[config.mk]
export PLATFORM = sky130hd
export DESIGN_NAME = lru_key_value_cache_core
export DESIGN_NICKNAME = d
export VERILOG_FILES = /design/src/sv/lkv_pkg.sv /design/src/sv/lkv_ram.sv /design/src/sv/lkv_fifo.sv /design/src/sv/lkv_front.sv /design/src/sv/lkv_back.sv /design/src/sv/lru_key_value_cache_core.sv
export SDC_FILE = /design/constraint.sdc
export NUM_CORES = 2
export LEC_CHECK = 0
export BUFFER_PORTS_ARGS = -buffer_cell sky130_fd_sc_hd__buf_2
export CAP_MARGIN = 20
export CELL_PAD_IN_SITES_DETAIL_PLACEMENT = 0
export CELL_PAD_IN_SITES_GLOBAL_PLACEMENT = 1
export CORE_MARGIN = 2
export CORE_UTILIZATION = 59
export DETAILED_ROUTE_END_ITERATION = 10
export MAX_ROUTING_LAYER = met4
export PLACE_DENSITY_LB_ADDON = 0.1
export SYNTH_ARGS = -nofsm -noshare
export SYNTH_HDL_FRONTEND = slang
export SYNTH_HIERARCHICAL = 1
export SYNTH_SLANG_ARGS = --single-unit
[constraint.sdc]
create_clock -name clk_i -period 19.8 [get_ports clk_i]
set_clock_uncertainty 0.15 [all_clocks]
set_input_delay 3.96 -clock clk_i [delete_from_list [all_inputs] [get_ports clk_i]]
set_output_delay 3.96 -clock clk_i [all_outputs]
set_load 0.01 [all_outputs]
[src/sv/lkv_pkg.sv]
`timescale 1ns / 1ps

package lkv_pkg;

  // field widths of one item
  localparam int KeyW  = 32;
  localparam int DataW = 32;
  localparam int CapW  = 5;

  // defaults for the top-level parameters and the capacity register
  localparam int DefaultMaxEntries = 16;
  localparam int DefaultCapacity   = 16;
  localparam int CmdQueueDepth     = 2;
  localparam int RspQueueDepth     = 2;

  // data returned by a get that misses
  localparam logic [DataW-1:0] MissData = '1;

  // operation codes
  typedef enum logic {
    OpGet = 1'b0,
    OpPut = 1'b1
  } op_e;

  // classified request between front and back
  typedef struct packed {
    op_e              op;
    logic [KeyW-1:0]  key;
    logic [DataW-1:0] value;
  } req_t;

  // one result beat
  typedef struct packed {
    logic             found;
    logic [DataW-1:0] data;
    logic             evicted;
    logic [KeyW-1:0]  evicted_key;
  } rsp_t;

endpackage

[src/sv/lkv_ram.sv]
`timescale 1ns / 1ps

module lkv_ram #(
  parameter int Width = 32,
  parameter int Depth = 16
) (
  input  logic                                  clk_i,
  input  logic                                  we_i,
  input  logic [((Depth > 1) ? $clog2(Depth) : 1)-1:0] waddr_i,
  input  logic [Width-1:0]                      wdata_i,
  input  logic [((Depth > 1) ? $clog2(Depth) : 1)-1:0] raddr_i,
  output logic [Width-1:0]                      rdata_o
);

  logic [Width-1:0] mem_q [Depth];
  logic [Width-1:0] rdata_q;

  // one write port
  always_ff @(posedge clk_i) begin
    if (we_i) begin
      mem_q[waddr_i] <= wdata_i;
    end
  end

  // registered read port
  always_ff @(posedge clk_i) begin
    rdata_q <= mem_q[raddr_i];
  end

  assign rdata_o = rdata_q;

endmodule

[src/sv/lkv_fifo.sv]
`timescale 1ns / 1ps

module lkv_fifo #(
  parameter int Width = 8,
  parameter int Depth = 2
) (
  input  logic             clk_i,
  input  logic             rst_ni,
  input  logic             push_i,
  input  logic [Width-1:0] wdata_i,
  output logic             full_o,
  input  logic             pop_i,
  output logic [Width-1:0] rdata_o,
  output logic             empty_o
);

  localparam int PtrW = (Depth > 1) ? $clog2(Depth) : 1;
  localparam int CntW = $clog2(Depth + 1);
  localparam logic [PtrW-1:0] LastPtr = PtrW'(Depth - 1);
  localparam logic [CntW-1:0] FullCnt = CntW'(Depth);

  logic [Width-1:0] mem_q [Depth];
  logic [PtrW-1:0]  wr_ptr_q, wr_ptr_d;
  logic [PtrW-1:0]  rd_ptr_q, rd_ptr_d;
  logic [CntW-1:0]  cnt_q, cnt_d;
  logic             do_push, do_pop;

  assign full_o  = (cnt_q == FullCnt);
  assign empty_o = (cnt_q == '0);
  assign do_push = push_i && !full_o;
  assign do_pop  = pop_i && !empty_o;
  assign rdata_o = mem_q[rd_ptr_q];

  // pointer and fill count update
  always_comb begin
    wr_ptr_d = wr_ptr_q;
    rd_ptr_d = rd_ptr_q;
    cnt_d    = cnt_q;
    if (do_push) begin
      wr_ptr_d = (wr_ptr_q == LastPtr) ? '0 : wr_ptr_q + PtrW'(1);
    end
    if (do_pop) begin
      rd_ptr_d = (rd_ptr_q == LastPtr) ? '0 : rd_ptr_q + PtrW'(1);
    end
    if (do_push && !do_pop) begin
      cnt_d = cnt_q + CntW'(1);
    end else if (do_pop && !do_push) begin
      cnt_d = cnt_q - CntW'(1);
    end
  end

  always_ff @(posedge clk_i or negedge rst_ni) begin
    if (!rst_ni) begin
      wr_ptr_q <= '0;
      rd_ptr_q <= '0;
      cnt_q    <= '0;
    end else begin
      wr_ptr_q <= wr_ptr_d;
      rd_ptr_q <= rd_ptr_d;
      cnt_q    <= cnt_d;
    end
  end

  // storage, no reset
  always_ff @(posedge clk_i) begin
    if (do_push) begin
      mem_q[wr_ptr_q] <= wdata_i;
    end
  end

endmodule

[src/sv/lkv_front.sv]
`timescale 1ns / 1ps

module lkv_front #(
  parameter int MaxEntries = lkv_pkg::DefaultMaxEntries,
  parameter int QueueDepth = lkv_pkg::CmdQueueDepth
) (
  input  logic                            clk_i,
  input  logic                            rst_ni,
  // input channel
  input  logic                            push,
  output logic                            full,
  input  logic                            cmd_i,
  input  logic [lkv_pkg::KeyW-1:0]        key_i,
  input  logic [lkv_pkg::DataW-1:0]       value_i,
  // capacity register write
  input  logic                            cfg_we_i,
  input  logic [lkv_pkg::CapW-1:0]        cfg_wdata_i,
  // request queue toward the back end
  output logic                            req_valid_o,
  output lkv_pkg::req_t                   req_o,
  input  logic                            req_pop_i,
  output logic [$clog2(MaxEntries+1)-1:0] cap_o
);

  localparam int CntW     = $clog2(MaxEntries + 1);
  localparam int ResetCap = (lkv_pkg::DefaultCapacity > MaxEntries) ? MaxEntries
                                                                     : lkv_pkg::DefaultCapacity;

  logic [CntW-1:0]  cap_q, cap_d;
  logic [31:0]      cap_wide;
  lkv_pkg::req_t    req_in;
  logic             q_empty;

  // effective capacity: zero reads as one, clamp to the table size
  always_comb begin
    cap_wide = 32'(cfg_wdata_i);
    cap_d    = cap_q;
    if (cfg_we_i) begin
      if (cap_wide == 32'd0) begin
        cap_d = CntW'(1);
      end else if (cap_wide > 32'(MaxEntries)) begin
        cap_d = CntW'(MaxEntries);
      end else begin
        cap_d = CntW'(cap_wide);
      end
    end
  end

  always_ff @(posedge clk_i or negedge rst_ni) begin
    if (!rst_ni) begin
      cap_q <= CntW'(ResetCap);
    end else begin
      cap_q <= cap_d;
    end
  end

  assign cap_o = cap_q;

  // classify the incoming beat
  always_comb begin
    req_in.op    = (cmd_i == 1'b1) ? lkv_pkg::OpPut : lkv_pkg::OpGet;
    req_in.key   = key_i;
    req_in.value = value_i;
  end

  // short queue that decouples the back end
  lkv_fifo #(
    .Width ($bits(lkv_pkg::req_t)),
    .Depth (QueueDepth)
  ) u_req_fifo (
    .clk_i   (clk_i),
    .rst_ni  (rst_ni),
    .push_i  (push),
    .wdata_i (req_in),
    .full_o  (full),
    .pop_i   (req_pop_i),
    .rdata_o (req_o),
    .empty_o (q_empty)
  );

  assign req_valid_o = !q_empty;

endmodule

[src/sv/lkv_back.sv]
`timescale 1ns / 1ps

module lkv_back #(
  parameter int MaxEntries = lkv_pkg::DefaultMaxEntries
) (
  input  logic                            clk_i,
  input  logic                            rst_ni,
  input  logic                            req_valid_i,
  input  lkv_pkg::req_t                   req_i,
  output logic                            req_pop_o,
  input  logic [$clog2(MaxEntries+1)-1:0] cap_i,
  input  logic                            rsp_full_i,
  output logic                            rsp_push_o,
  output lkv_pkg::rsp_t                   rsp_o
);

  localparam int IdxW  = (MaxEntries > 1) ? $clog2(MaxEntries) : 1;
  localparam int CntW  = $clog2(MaxEntries + 1);
  localparam int EntW  = lkv_pkg::KeyW + lkv_pkg::DataW;
  localparam logic [CntW-1:0] LastPtr = CntW'(MaxEntries);

  localparam logic [2:0] StIdle   = 3'd0;
  localparam logic [2:0] StScan   = 3'd1;
  localparam logic [2:0] StDecide = 3'd2;
  localparam logic [2:0] StUpdate = 3'd3;
  localparam logic [2:0] StDone   = 3'd4;

  // control state
  logic [2:0]            state_q, state_d;
  logic [CntW-1:0]       ptr_q, ptr_d;
  logic                  cmp_vld_q, cmp_vld_d;
  logic [MaxEntries-1:0] valid_q, valid_d;
  logic [CntW-1:0]       occ_q, occ_d;
  logic                  hit_q, hit_d;
  logic                  old_any_q, old_any_d;
  logic                  free_any_q, free_any_d;

  // payload state
  logic [IdxW-1:0]              cmp_idx_q, cmp_idx_d;
  logic                         is_put_q, is_put_d;
  logic [lkv_pkg::KeyW-1:0]     key_q, key_d;
  logic [lkv_pkg::DataW-1:0]    value_q, value_d;
  logic [IdxW-1:0]              hit_idx_q, hit_idx_d;
  logic [IdxW-1:0]              hit_age_q, hit_age_d;
  logic [lkv_pkg::DataW-1:0]    hit_val_q, hit_val_d;
  logic [IdxW-1:0]              old_idx_q, old_idx_d;
  logic [IdxW-1:0]              old_age_q, old_age_d;
  logic [lkv_pkg::KeyW-1:0]     old_key_q, old_key_d;
  logic [IdxW-1:0]              free_idx_q, free_idx_d;
  logic [IdxW-1:0]              tgt_idx_q, tgt_idx_d;
  lkv_pkg::rsp_t                rsp_q, rsp_d;

  // memory ports
  logic [IdxW-1:0]  rd_addr;
  logic [EntW-1:0]  ent_rdata;
  logic             ent_we;
  logic [IdxW-1:0]  ent_waddr;
  logic [EntW-1:0]  ent_wdata;
  logic [IdxW-1:0]  age_rdata;
  logic             age_we;
  logic [IdxW-1:0]  age_wdata;

  // decide helpers
  logic                      ent_vld;
  logic [lkv_pkg::KeyW-1:0]  ent_key;
  logic [lkv_pkg::DataW-1:0] ent_val;
  logic                      evict;
  logic [IdxW-1:0]           slot;

  assign rd_addr = ptr_q[IdxW-1:0];
  assign ent_key = ent_rdata[EntW-1:lkv_pkg::DataW];
  assign ent_val = ent_rdata[lkv_pkg::DataW-1:0];
  assign ent_vld = valid_q[cmp_idx_q];

  // eviction choice, meaningful in the decide cycle
  assign evict = is_put_q && !hit_q && (occ_q >= cap_i) && old_any_q;
  assign slot  = evict ? old_idx_q : free_idx_q;

  // key/value entries
  lkv_ram #(
    .Width (EntW),
    .Depth (MaxEntries)
  ) u_ent_ram (
    .clk_i   (clk_i),
    .we_i    (ent_we),
    .waddr_i (ent_waddr),
    .wdata_i (ent_wdata),
    .raddr_i (rd_addr),
    .rdata_o (ent_rdata)
  );

  // recency ages, zero is most recent
  lkv_ram #(
    .Width (IdxW),
    .Depth (MaxEntries)
  ) u_age_ram (
    .clk_i   (clk_i),
    .we_i    (age_we),
    .waddr_i (cmp_idx_q),
    .wdata_i (age_wdata),
    .raddr_i (rd_addr),
    .rdata_o (age_rdata)
  );

  // sequencer: scan pass, decide, age update pass, deliver
  always_comb begin
    state_d    = state_q;
    ptr_d      = ptr_q;
    cmp_vld_d  = 1'b0;
    cmp_idx_d  = cmp_idx_q;
    valid_d    = valid_q;
    occ_d      = occ_q;
    hit_d      = hit_q;
    old_any_d  = old_any_q;
    free_any_d = free_any_q;
    is_put_d   = is_put_q;
    key_d      = key_q;
    value_d    = value_q;
    hit_idx_d  = hit_idx_q;
    hit_age_d  = hit_age_q;
    hit_val_d  = hit_val_q;
    old_idx_d  = old_idx_q;
    old_age_d  = old_age_q;
    old_key_d  = old_key_q;
    free_idx_d = free_idx_q;
    tgt_idx_d  = tgt_idx_q;
    rsp_d      = rsp_q;
    req_pop_o  = 1'b0;
    rsp_push_o = 1'b0;
    ent_we     = 1'b0;
    ent_waddr  = slot;
    ent_wdata  = {key_q, value_q};
    age_we     = 1'b0;
    age_wdata  = '0;

    unique case (state_q)
      StIdle: begin
        if (req_valid_i) begin
          req_pop_o  = 1'b1;
          is_put_d   = (req_i.op == lkv_pkg::OpPut);
          key_d      = req_i.key;
          value_d    = req_i.value;
          hit_d      = 1'b0;
          old_any_d  = 1'b0;
          free_any_d = 1'b0;
          ptr_d      = '0;
          state_d    = StScan;
        end
      end

      StScan: begin
        // evaluate the entry read in the previous cycle
        if (cmp_vld_q) begin
          if (ent_vld && ent_key == key_q && !hit_q) begin
            hit_d     = 1'b1;
            hit_idx_d = cmp_idx_q;
            hit_age_d = age_rdata;
            hit_val_d = ent_val;
          end
          if (ent_vld && (!old_any_q || age_rdata > old_age_q)) begin
            old_any_d = 1'b1;
            old_idx_d = cmp_idx_q;
            old_age_d = age_rdata;
            old_key_d = ent_key;
          end
          if (!ent_vld && !free_any_q) begin
            free_any_d = 1'b1;
            free_idx_d = cmp_idx_q;
          end
        end
        if (ptr_q != LastPtr) begin
          cmp_vld_d = 1'b1;
          cmp_idx_d = ptr_q[IdxW-1:0];
          ptr_d     = ptr_q + CntW'(1);
        end else begin
          state_d = StDecide;
        end
      end

      StDecide: begin
        tgt_idx_d         = hit_q ? hit_idx_q : slot;
        ent_waddr         = hit_q ? hit_idx_q : slot;
        ent_we            = is_put_q;
        rsp_d.found       = hit_q;
        rsp_d.data        = is_put_q ? '0 : (hit_q ? hit_val_q : lkv_pkg::MissData);
        rsp_d.evicted     = evict;
        rsp_d.evicted_key = evict ? old_key_q : '0;
        if (is_put_q && !hit_q) begin
          valid_d[slot] = 1'b1;
          if (!evict) begin
            occ_d = occ_q + CntW'(1);
          end
        end
        ptr_d   = '0;
        state_d = (is_put_q || hit_q) ? StUpdate : StDone;
      end

      StUpdate: begin
        // touched entry becomes zero, younger (or all on insert) age by one
        if (cmp_vld_q) begin
          if (cmp_idx_q == tgt_idx_q) begin
            age_we    = 1'b1;
            age_wdata = '0;
          end else if (ent_vld && (!hit_q || age_rdata < hit_age_q)) begin
            age_we    = 1'b1;
            age_wdata = age_rdata + IdxW'(1);
          end
        end
        if (ptr_q != LastPtr) begin
          cmp_vld_d = 1'b1;
          cmp_idx_d = ptr_q[IdxW-1:0];
          ptr_d     = ptr_q + CntW'(1);
        end else begin
          state_d = StDone;
        end
      end

      StDone: begin
        if (!rsp_full_i) begin
          rsp_push_o = 1'b1;
          state_d    = StIdle;
        end
      end

      default: begin
        state_d = StIdle;
      end
    endcase
  end

  always_ff @(posedge clk_i or negedge rst_ni) begin
    if (!rst_ni) begin
      state_q    <= StIdle;
      ptr_q      <= '0;
      cmp_vld_q  <= 1'b0;
      valid_q    <= '0;
      occ_q      <= '0;
      hit_q      <= 1'b0;
      old_any_q  <= 1'b0;
      free_any_q <= 1'b0;
    end else begin
      state_q    <= state_d;
      ptr_q      <= ptr_d;
      cmp_vld_q  <= cmp_vld_d;
      valid_q    <= valid_d;
      occ_q      <= occ_d;
      hit_q      <= hit_d;
      old_any_q  <= old_any_d;
      free_any_q <= free_any_d;
    end
  end

  // payload registers, no reset
  always_ff @(posedge clk_i) begin
    cmp_idx_q  <= cmp_idx_d;
    is_put_q   <= is_put_d;
    key_q      <= key_d;
    value_q    <= value_d;
    hit_idx_q  <= hit_idx_d;
    hit_age_q  <= hit_age_d;
    hit_val_q  <= hit_val_d;
    old_idx_q  <= old_idx_d;
    old_age_q  <= old_age_d;
    old_key_q  <= old_key_d;
    free_idx_q <= free_idx_d;
    tgt_idx_q  <= tgt_idx_d;
    rsp_q      <= rsp_d;
  end

  assign rsp_o = rsp_q;

  // occupancy tracks the number of valid entries
  a_occ_matches_valid: assert property (@(posedge clk_i) disable iff (!rst_ni)
    $countones(valid_q) == 32'(occ_q))
    else $error("occupancy does not match valid entries");

  // occupancy moves only in the decide cycle
  a_occ_only_decide: assert property (@(posedge clk_i) disable iff (!rst_ni)
    state_q != StDecide |=> $stable(occ_q))
    else $error("occupancy changed outside decide");

  // a taken request always starts a scan
  a_pop_starts_scan: assert property (@(posedge clk_i) disable iff (!rst_ni)
    req_pop_o |=> state_q == StScan && ptr_q == '0)
    else $error("request popped without scan");

  // eviction only on a put that missed with the table at capacity
  a_evict_on_put_miss: assert property (@(posedge clk_i) disable iff (!rst_ni)
    state_q == StDecide && evict |-> is_put_q && !hit_q && occ_q != '0)
    else $error("eviction on a hit or a get");

  // an insert always has a slot to land in
  a_insert_has_slot: assert property (@(posedge clk_i) disable iff (!rst_ni)
    state_q == StDecide && is_put_q && !hit_q |-> evict || free_any_q)
    else $error("insert without a free slot");

endmodule

[src/sv/lru_key_value_cache_core.sv]
`timescale 1ns / 1ps

// Fully associative key/value cache with least-recently-used replacement.
// Input channel: drive cmd_i (0 get, 1 put), key_i and value_i with push high;
// the beat is taken at a clock edge where push is high and full is low. A
// two-entry request queue sits in front of the lookup engine.
// Result channel: while empty is low, found_o, data_o, evicted_o and
// evicted_key_o show the oldest result; it is taken at an edge where pop is
// high. Exactly one result comes back per request, in order.
// Capacity: cfg_we_i writes cfg_wdata_i into the capacity register (zero acts
// as one, values above MaxEntries act as MaxEntries); write only while idle.
// Engine: it reads one entry per cycle from the key and age memories and
// works through a request in order: a pop, a scan pass, a decide step, an
// age update pass (skipped for a get that misses) and a delivery. Requests
// are served one at a time. Reset empties the cache and sets capacity to
// its default. If the receiver stalls, the two-entry result queue fills,
// the engine holds its finished result, and full rises once the request
// queue is full as well.
module lru_key_value_cache_core #(
  parameter int MaxEntries = lkv_pkg::DefaultMaxEntries
) (
  input  logic                            clk_i,
  input  logic                            rst_ni,
  // input channel
  input  logic                            push,
  output logic                            full,
  input  logic                            cmd_i,
  input  logic signed [lkv_pkg::KeyW-1:0] key_i,
  input  logic signed [lkv_pkg::DataW-1:0] value_i,
  // result channel
  output logic                            empty,
  input  logic                            pop,
  output logic                            found_o,
  output logic signed [lkv_pkg::DataW-1:0] data_o,
  output logic                            evicted_o,
  output logic signed [lkv_pkg::KeyW-1:0] evicted_key_o,
  // capacity register
  input  logic                            cfg_we_i,
  input  logic [lkv_pkg::CapW-1:0]        cfg_wdata_i
);

  localparam int CntW = $clog2(MaxEntries + 1);

  logic            req_valid;
  lkv_pkg::req_t   req;
  logic            req_pop;
  logic [CntW-1:0] cap;
  logic            rsp_full;
  logic            rsp_push;
  lkv_pkg::rsp_t   rsp_in;
  lkv_pkg::rsp_t   rsp_out;

  // accept and classify
  lkv_front #(
    .MaxEntries (MaxEntries),
    .QueueDepth (lkv_pkg::CmdQueueDepth)
  ) u_front (
    .clk_i       (clk_i),
    .rst_ni      (rst_ni),
    .push        (push),
    .full        (full),
    .cmd_i       (cmd_i),
    .key_i       (key_i),
    .value_i     (value_i),
    .cfg_we_i    (cfg_we_i),
    .cfg_wdata_i (cfg_wdata_i),
    .req_valid_o (req_valid),
    .req_o       (req),
    .req_pop_i   (req_pop),
    .cap_o       (cap)
  );

  // lookup and replacement engine
  lkv_back #(
    .MaxEntries (MaxEntries)
  ) u_back (
    .clk_i       (clk_i),
    .rst_ni      (rst_ni),
    .req_valid_i (req_valid),
    .req_i       (req),
    .req_pop_o   (req_pop),
    .cap_i       (cap),
    .rsp_full_i  (rsp_full),
    .rsp_push_o  (rsp_push),
    .rsp_o       (rsp_in)
  );

  // result queue
  lkv_fifo #(
    .Width ($bits(lkv_pkg::rsp_t)),
    .Depth (lkv_pkg::RspQueueDepth)
  ) u_rsp_fifo (
    .clk_i   (clk_i),
    .rst_ni  (rst_ni),
    .push_i  (rsp_push),
    .wdata_i (rsp_in),
    .full_o  (rsp_full),
    .pop_i   (pop),
    .rdata_o (rsp_out),
    .empty_o (empty)
  );

  assign found_o       = rsp_out.found;
  assign data_o        = rsp_out.data;
  assign evicted_o     = rsp_out.evicted;
  assign evicted_key_o = rsp_out.evicted_key;

endmodule

# ---- Word level (Yosys, flattened, before mapping)
# Memories as Yosys holds them, arrays and structs flattened. A register that Yosys moved wholly into a read port is not among the register bits.
# Cells that the tools add are included.
dict set report op_classes {
  add_sub_neg 11
  multipliers 0
  div 0
  n_lt_le_gt_ge 7
  n_eq_ne 18
  shifts 0
  muxes 61
  bitwise_logic 3
  reduce_logical 53
}
# cell n
set ops {}
lappend ops {{two-way mux 1 bit} 33}
lappend ops {{equality test 32 bit} 1}
lappend ops {{two-way mux 32 bit} 1}
lappend ops {{two-way mux 4 bit} 7}
lappend ops {{two-way mux 5 bit} 4}
lappend ops {{logical AND 1 bit} 17}
lappend ops {{bitwise OR 16 bit} 1}
lappend ops {{AND reduction 4 bit} 4}
lappend ops {{two-way mux 3 bit} 5}
lappend ops {{case mux 3 bit (5 select lines)} 1}
lappend ops {{case mux 5 bit (3 select lines)} 1}
lappend ops {{AND reduction 3 bit} 5}
lappend ops {{logical NOT 1 bit} 12}
lappend ops {{adder 5 x 1 -> 5 bit, second input constant} 2}
lappend ops {{less-than comparator 4 x 5 -> 1 bit, second input constant} 2}
lappend ops {{inequality test 2 x 1 -> 1 bit, second input constant} 5}
lappend ops {{two-way mux 2 bit} 4}
lappend ops {{inequality test 2 bit, second input constant} 4}
lappend ops {{equality test 3 x 2 -> 1 bit, second input constant} 2}
lappend ops {{case mux 1 bit (2 select lines)} 3}
lappend ops {{AND reduction 2 bit} 3}
lappend ops {{nonzero test 2 bit} 3}
lappend ops {{>= comparator 5 bit} 1}
lappend ops {{> comparator 5 bit, second input constant} 1}
lappend ops {{other kinds (21)} 31}
dict set report totals {
  register_bits 204
  latchBits 0
  ram_bits 1350
  romBits 0
  in_bits 75
  out_inout_bits 68
  elab_cells 185
  mem_count 4
}
# name depth width rd rd_clocked_by_memory_dff write_ports line_no
set memory_table {}
lappend memory_table {u_back.u_ent_ram.mem_q 16 64 1 1 1 lkv_ram.sv:15} ;# logic [Width-1:0] mem_q [Depth];
lappend memory_table {u_rsp_fifo.mem_q 2 66 1 0 1 lkv_fifo.sv:22} ;# logic [Width-1:0] mem_q [Depth];
lappend memory_table {u_front.u_req_fifo.mem_q 2 65 1 1 1 lkv_fifo.sv:22}
lappend memory_table {u_back.u_age_ram.mem_q 16 4 1 1 1 lkv_ram.sv:15}

# ---- Longest topological paths before layout
dict set report logic_depth {
  word_depth 10
  ltp_mapped 11
  depth_no_buf 10
}

# ---- By module
# The synthesis kept the hierarchy.
# mod instances cells_each area_each_um2 seq_area_each_um2
set modules_own_cells {}
lappend modules_own_cells {{lkv_ram at u_back.u_ent_ram} 1 1647 39581.7 32030.7}
lappend modules_own_cells {lkv_back 1 656 9987.1 7522.2}
lappend modules_own_cells {{lkv_fifo at u_rsp_fifo} 1 224 5072.4 4063.9}
lappend modules_own_cells {{lkv_fifo at u_front.u_req_fifo} 1 221 5048.6 4003.8}
lappend modules_own_cells {{lkv_ram at u_back.u_age_ram} 1 130 2666.3 2001.9}
lappend modules_own_cells {lkv_front 1 22 232.7 126.4}

# ---- Least setup slack after synthesis
# Ideal clock, no wire load.
dict set report synth_path {
  path_kind {register to register}
  startpoint {reg u_back.state_q[1]}
  endpoint {mem u_back/u_ent_ram/mem_q[0][0] (netlist name), enable pin}
  arrival_time_ps 7059
  t_required_ps 19085
  setup_slack_ps 12027
  path_stages_with_launch 9
  n_path_buf 1
  synth_period_minus_slack_ps 7773
  cell_sequence {dfrtp_1 -> buf_2 -> or3b_1 -> inv_2 -> nand2_1 -> nor2_1 -> a21oi_1 -> or3b_2 -> nor3_1}
}
# element line_no
set synth_lines {}
lappend synth_lines {{start: declaration} lkv_back.sv:29} ;# logic [2:0] state_q, state_d;
lappend synth_lines {{start signal: assignment} lkv_back.sv:233} ;# state_q <= StIdle;
lappend synth_lines {{start signal: assignment} lkv_back.sv:242} ;# state_q <= state_d;
lappend synth_lines {{equality test 3 x 2 -> 1 bit} lkv_back.sv:136} ;# unique case (state_q)
lappend synth_lines {{two-way mux 4 bit} lkv_back.sv:136}
lappend synth_lines {{via u_back.ent_waddr[2]} lkv_back.sv:57} ;# logic [IdxW-1:0] ent_waddr;
lappend synth_lines {{end: declaration} lkv_ram.sv:15}
# The timed path passes the listed nets, and every way through them passes these cells.

# ---- Worst setup path in the final report
dict set report layout_path {
  startpoint {reg u_rsp_fifo.rd_ptr_q}
  endpoint {out data_o[9] (netlist name)}
}
dict set report layout_between {
  elab_chain_len 1
}
# element line_no
set layout_lines {}
lappend layout_lines {{start: declaration} lkv_fifo.sv:24} ;# logic [PtrW-1:0] rd_ptr_q, rd_ptr_d;
lappend layout_lines {{start signal: assignment} lkv_fifo.sv:59} ;# rd_ptr_q <= rd_ptr_d;
lappend layout_lines {{memory (2 x 66 bit)} -}
lappend layout_lines {{end: declaration} lru_key_value_cache_core.sv:34} ;# output logic signed [lkv_pkg::DataW-1:0] data_o,
# Every way passes these cells.

==> impl_summary.log <==
INFO  metric p_int = 6.94 mW
INFO  metric cp_data_arrival_time = 2.86 ns
INFO  metric sequential_cell_area_fraction_in_the_yosys_report = 79.5%
INFO  metric synth_top_cells_by_count = edfxtp_1 (1,573), mux4_2 (263), a22oi_1 (132), nand2_1 (87), mux2_4 (70)
INFO  metric final_net_count = 3,239
INFO  metric timing.critical_path.cells = buf_4, mux2_2, buf_2
INFO  metric vias_per_cell = 6.27
INFO  metric power.sequential.fraction = 48.8%
INFO  metric post-route-period-util = 35.2%
INFO  metric worstHoldPathType = reg2reg
INFO  metric async_reset_ff_share = 2.73%
INFO  metric synth_area_leaders = edfxtp_1 (75%), mux4_2 (9.5%), dfxtp_1 (2.2%)
INFO  metric cts.sink_count = 1,687
INFO  metric crit_path_max_incr_delay = 0.84 ns
INFO  metric hp-start = u_back/u_ent_ram/rdata_o[28]
INFO  metric number_of_unique_standard_cell_types_used_by_synthesis = 59
INFO  metric fmax = 144 MHz
INFO  metric drv_slew = 0
INFO  metric ctsLongestPathBuffers = 3
INFO  metric ant_nets = 0
INFO  metric final.setup.tns = 0 ns
INFO  metric clock_latency_late_sink = 0.76 ns
INFO  metric grt_max_degree = 68
INFO  metric antenna_found_initial = 2
INFO  metric drcViolationCount = 0
INFO  metric vias = 29,348
INFO  metric number_of_buffers_added_on_ports = 142
INFO  metric global_route_wire_length_before_repair = 200 mm
INFO  metric start_util = 59.5%
INFO  metric netlist_area = 62,600 um2
INFO  metric synthToLayoutAreaGrowth = 12.5%
INFO  metric p_comb_share = 18.7%
INFO  metric drive_gt1_share = 26.8%
INFO  metric fillCellCount = 6,711
INFO  metric ctsResizeCount = 0
INFO  metric static-leakage-power = 23.7 nW
INFO  metric synth-edff-count = 1,573
INFO  metric gp_congestion = 0.782
INFO  metric grt-ovfl-total = 0
INFO  metric synth_warnings = 6
INFO  metric top_level_ports = 143
INFO  metric critPathKind = reg2out
INFO  metric worst_setup_path_end_kind = output pin
INFO  metric average_cell_area_after_synthesis = 21.6 um2
INFO  metric cp_data_required_time = 15.69 ns
INFO  metric die_width = 330 um
INFO  metric ys_ff_latch = 1,687
INFO  metric routed_wl = 137 mm
INFO  metric regToRegStartpoint = u_back/occ_q[0]
INFO  metric yosys.area.top_type_share = 75.5%
INFO  metric setup-violations-final = 0
INFO  metric fin_crit = 6.97 ns
INFO  metric cellPowerDensity = 135 nW/um2
INFO  metric drt-initial-drc-count = 2,926
INFO  metric cp-start-kind = flip-flop
INFO  metric hpwlAfterDp = 72.6 mm
INFO  metric cts.clk_slew.worst_paths = 0.06 ns
INFO  metric synth_largest_area_cell = edfxtp_1
INFO  metric cts_htree_levels = 4
INFO  metric tightest_slew = 1.23 ns
INFO  metric clock_tree.root_cell = clkbuf_16
INFO  metric fp.dieArea = 109,000 um2
INFO  metric grt_setup_unrepaired = false
INFO  metric synthFlopType = edfxtp_1
INFO  metric height_of_the_chip = 330 um
INFO  metric postCtsSetupBuffers = 0
INFO  metric detailedRoute.firstPassIterationCount = 7
INFO  metric peakVddDrop = 0.107 mV
INFO  metric critical_path_peak_fanout = 35
INFO  metric slew_headroom = 17.0%
INFO  metric tritoncts = yes
INFO  metric crit_path_top_delay_cell = dfrtp_4
INFO  metric timing.max_cap.violations = 0
INFO  metric fp.coreArea = 105,000 um2
INFO  metric global_route.usage.total = 26.5%
INFO  metric worst_hold_slack = 0.252 ns
INFO  metric grt_pass1_vias = 30,339
INFO  metric swShare = 26.8%
INFO  metric crit_start = u_rsp_fifo/rd_ptr_q
INFO  metric mappedNetlistNets = 2,993
INFO  metric total_switching_power = 2.55 mW
INFO  metric syn_inst = 2,900
INFO  metric routed_wire_length_per_instance = 29.2 um
INFO  metric rows = 119
INFO  metric cts-buffers-inserted = 166
INFO  metric p_clk_share = 32.5%
INFO  metric cts.hold.buffers_added = 0
INFO  metric leading_cell_type_by_number_of_instances_after_synthesis = edfxtp_1
INFO  metric run_status = finished clean
INFO  metric report.final.hold_viol_count = 0
INFO  metric fin_util = 66.9%
## per-stage QoR
step / total power, mW / setup slack (ns) / cells / cell area [um2]
floorplan: 5.93 / 12.03 / 2900 / 62600
global placement: 6.44 / 13.61 / 4362 / 65000
detailed placement: 6.50 / 13.61 / 4362 / 65000
CTS: 9.56 / 12.78 / 4670 / 70300
global route: 9.83 / 12.71 / 4679 / 70400
finish: 9.48 / 12.83 / 4680 / 70400
## worst max-delay path, delay by kind of cell, from the launching register on
kind / cells / cell delay, ns
mux: 1 / 0.41
buf+inv: 2 / 0.78
flops: 1 / 0.84
## cell usage in the layout (no fill, tap or decap), drive strengths merged, types with 8 or more instances in the layout
cell type / instances
clkbuf: 241
o31ai: 8
buf: 208
xnor2: 15
clkinv: 48
nor2: 57
nand2b: 17
and3: 37
ha: 18
xor2: 33
nor3: 22
a21o: 8
a31oi: 12
inv: 69
dfxtp: 68
a21oi: 47
edfxtp: 1573
mux2: 132
nor4: 8
dfrtp: 45
nand3b: 11
o21ai: 28
mux4: 277
bufinv: 11
nand3: 21
a22oi: 132
nand2: 87
## power groups by stage
stage	clock, mW	combinational, mW	sequential [mW]
after floorplan	0	1.43	4.50
after global placement	0	1.76	4.68
after detailed placement	0	1.79	4.70
after CTS	3.13	1.80	4.63
after global routing	3.26	1.90	4.67
final	3.08	1.77	4.63
## routing by layer
metal	GRT usage [%]	routed length [um]
met5	-	0
met4	7.10	2870
met3	3.92	8920
met2	42.9	69300
met1	35.9	55500
## area by class of cell
| cell class | instances | area (um2) | area share, % |
|---|---|---|---|
| Multi-Input combinational cell | 1018 | 12000 | 17.1 |
| Timing Repair Buffer | 209 | 1250 | 1.78 |
| Sequential cell | 1687 | 49800 | 70.6 |
| Clock buffer | 240 | 4710 | 6.69 |
| Antenna cell | 3 | 7.51 | 0.0107 |
| Tap cell | 1391 | 1740 | 2.47 |
| Clock inverter | 68 | 669 | 0.950 |
| Inverter | 64 | 243 | 0.345 |
## kinds of logic (layout without fill, tap and decap cells)
kind of cell | Yosys count | after routing | synth area share [%]
DFF | 1687 | 1687 | 79.5
muxes | 409 | 409 | 12.8
and+or+nand+nor | 285 | 285 | 2.26
AOI/OAI and AO/OA | 258 | 258 | 2.81
buffers and inverters | 195 | 581 | 1.57
xor gates and xnor gates | 48 | 48 | 0.672
adders and majority gates | 18 | 18 | 0.360
other | 0 | 3 | 0
## final timing paths
| path | to | slack (ns) | cells after the start |
|---|---|---|---|
| max | data_o[9] | 12.83 | 3 |
| min | u_back/hit_val_q[28] | 0.25 | 0 |
| max reg2reg | u_back/u_ent_ram/mem_q[5][39] | 14.36 | 12 |
| min reg2reg | u_back/hit_val_q[28] | 0.25 | 0 |
| max in group asynchronous | u_front/u_req_fifo/rd_ptr_q | 15.85 | 2 |
| min in group asynchronous | u_back/valid_q[10] | 3.16 | 2 |
## state kept, by name (all words and copies together), names as in the netlist, 5 cells and up
signal	cells
u_back/u_age_ram/mem_q	64
u_back/valid_q	16
u_back/key_q	32
u_back/u_ent_ram/rdata_o	64
u_front/cap_o	5
u_back/u_ent_ram/mem_q	1024
u_back/ptr_q	5
u_back/rsp_o	66
u_back/hit_val_q	32
u_front/u_req_fifo/mem_q	130
u_back/old_key_q	32
u_back/occ_q	5
u_back/value_q	32
u_rsp_fifo/mem_q	132
Note: power is estimated with default switching activity, not from simulation.
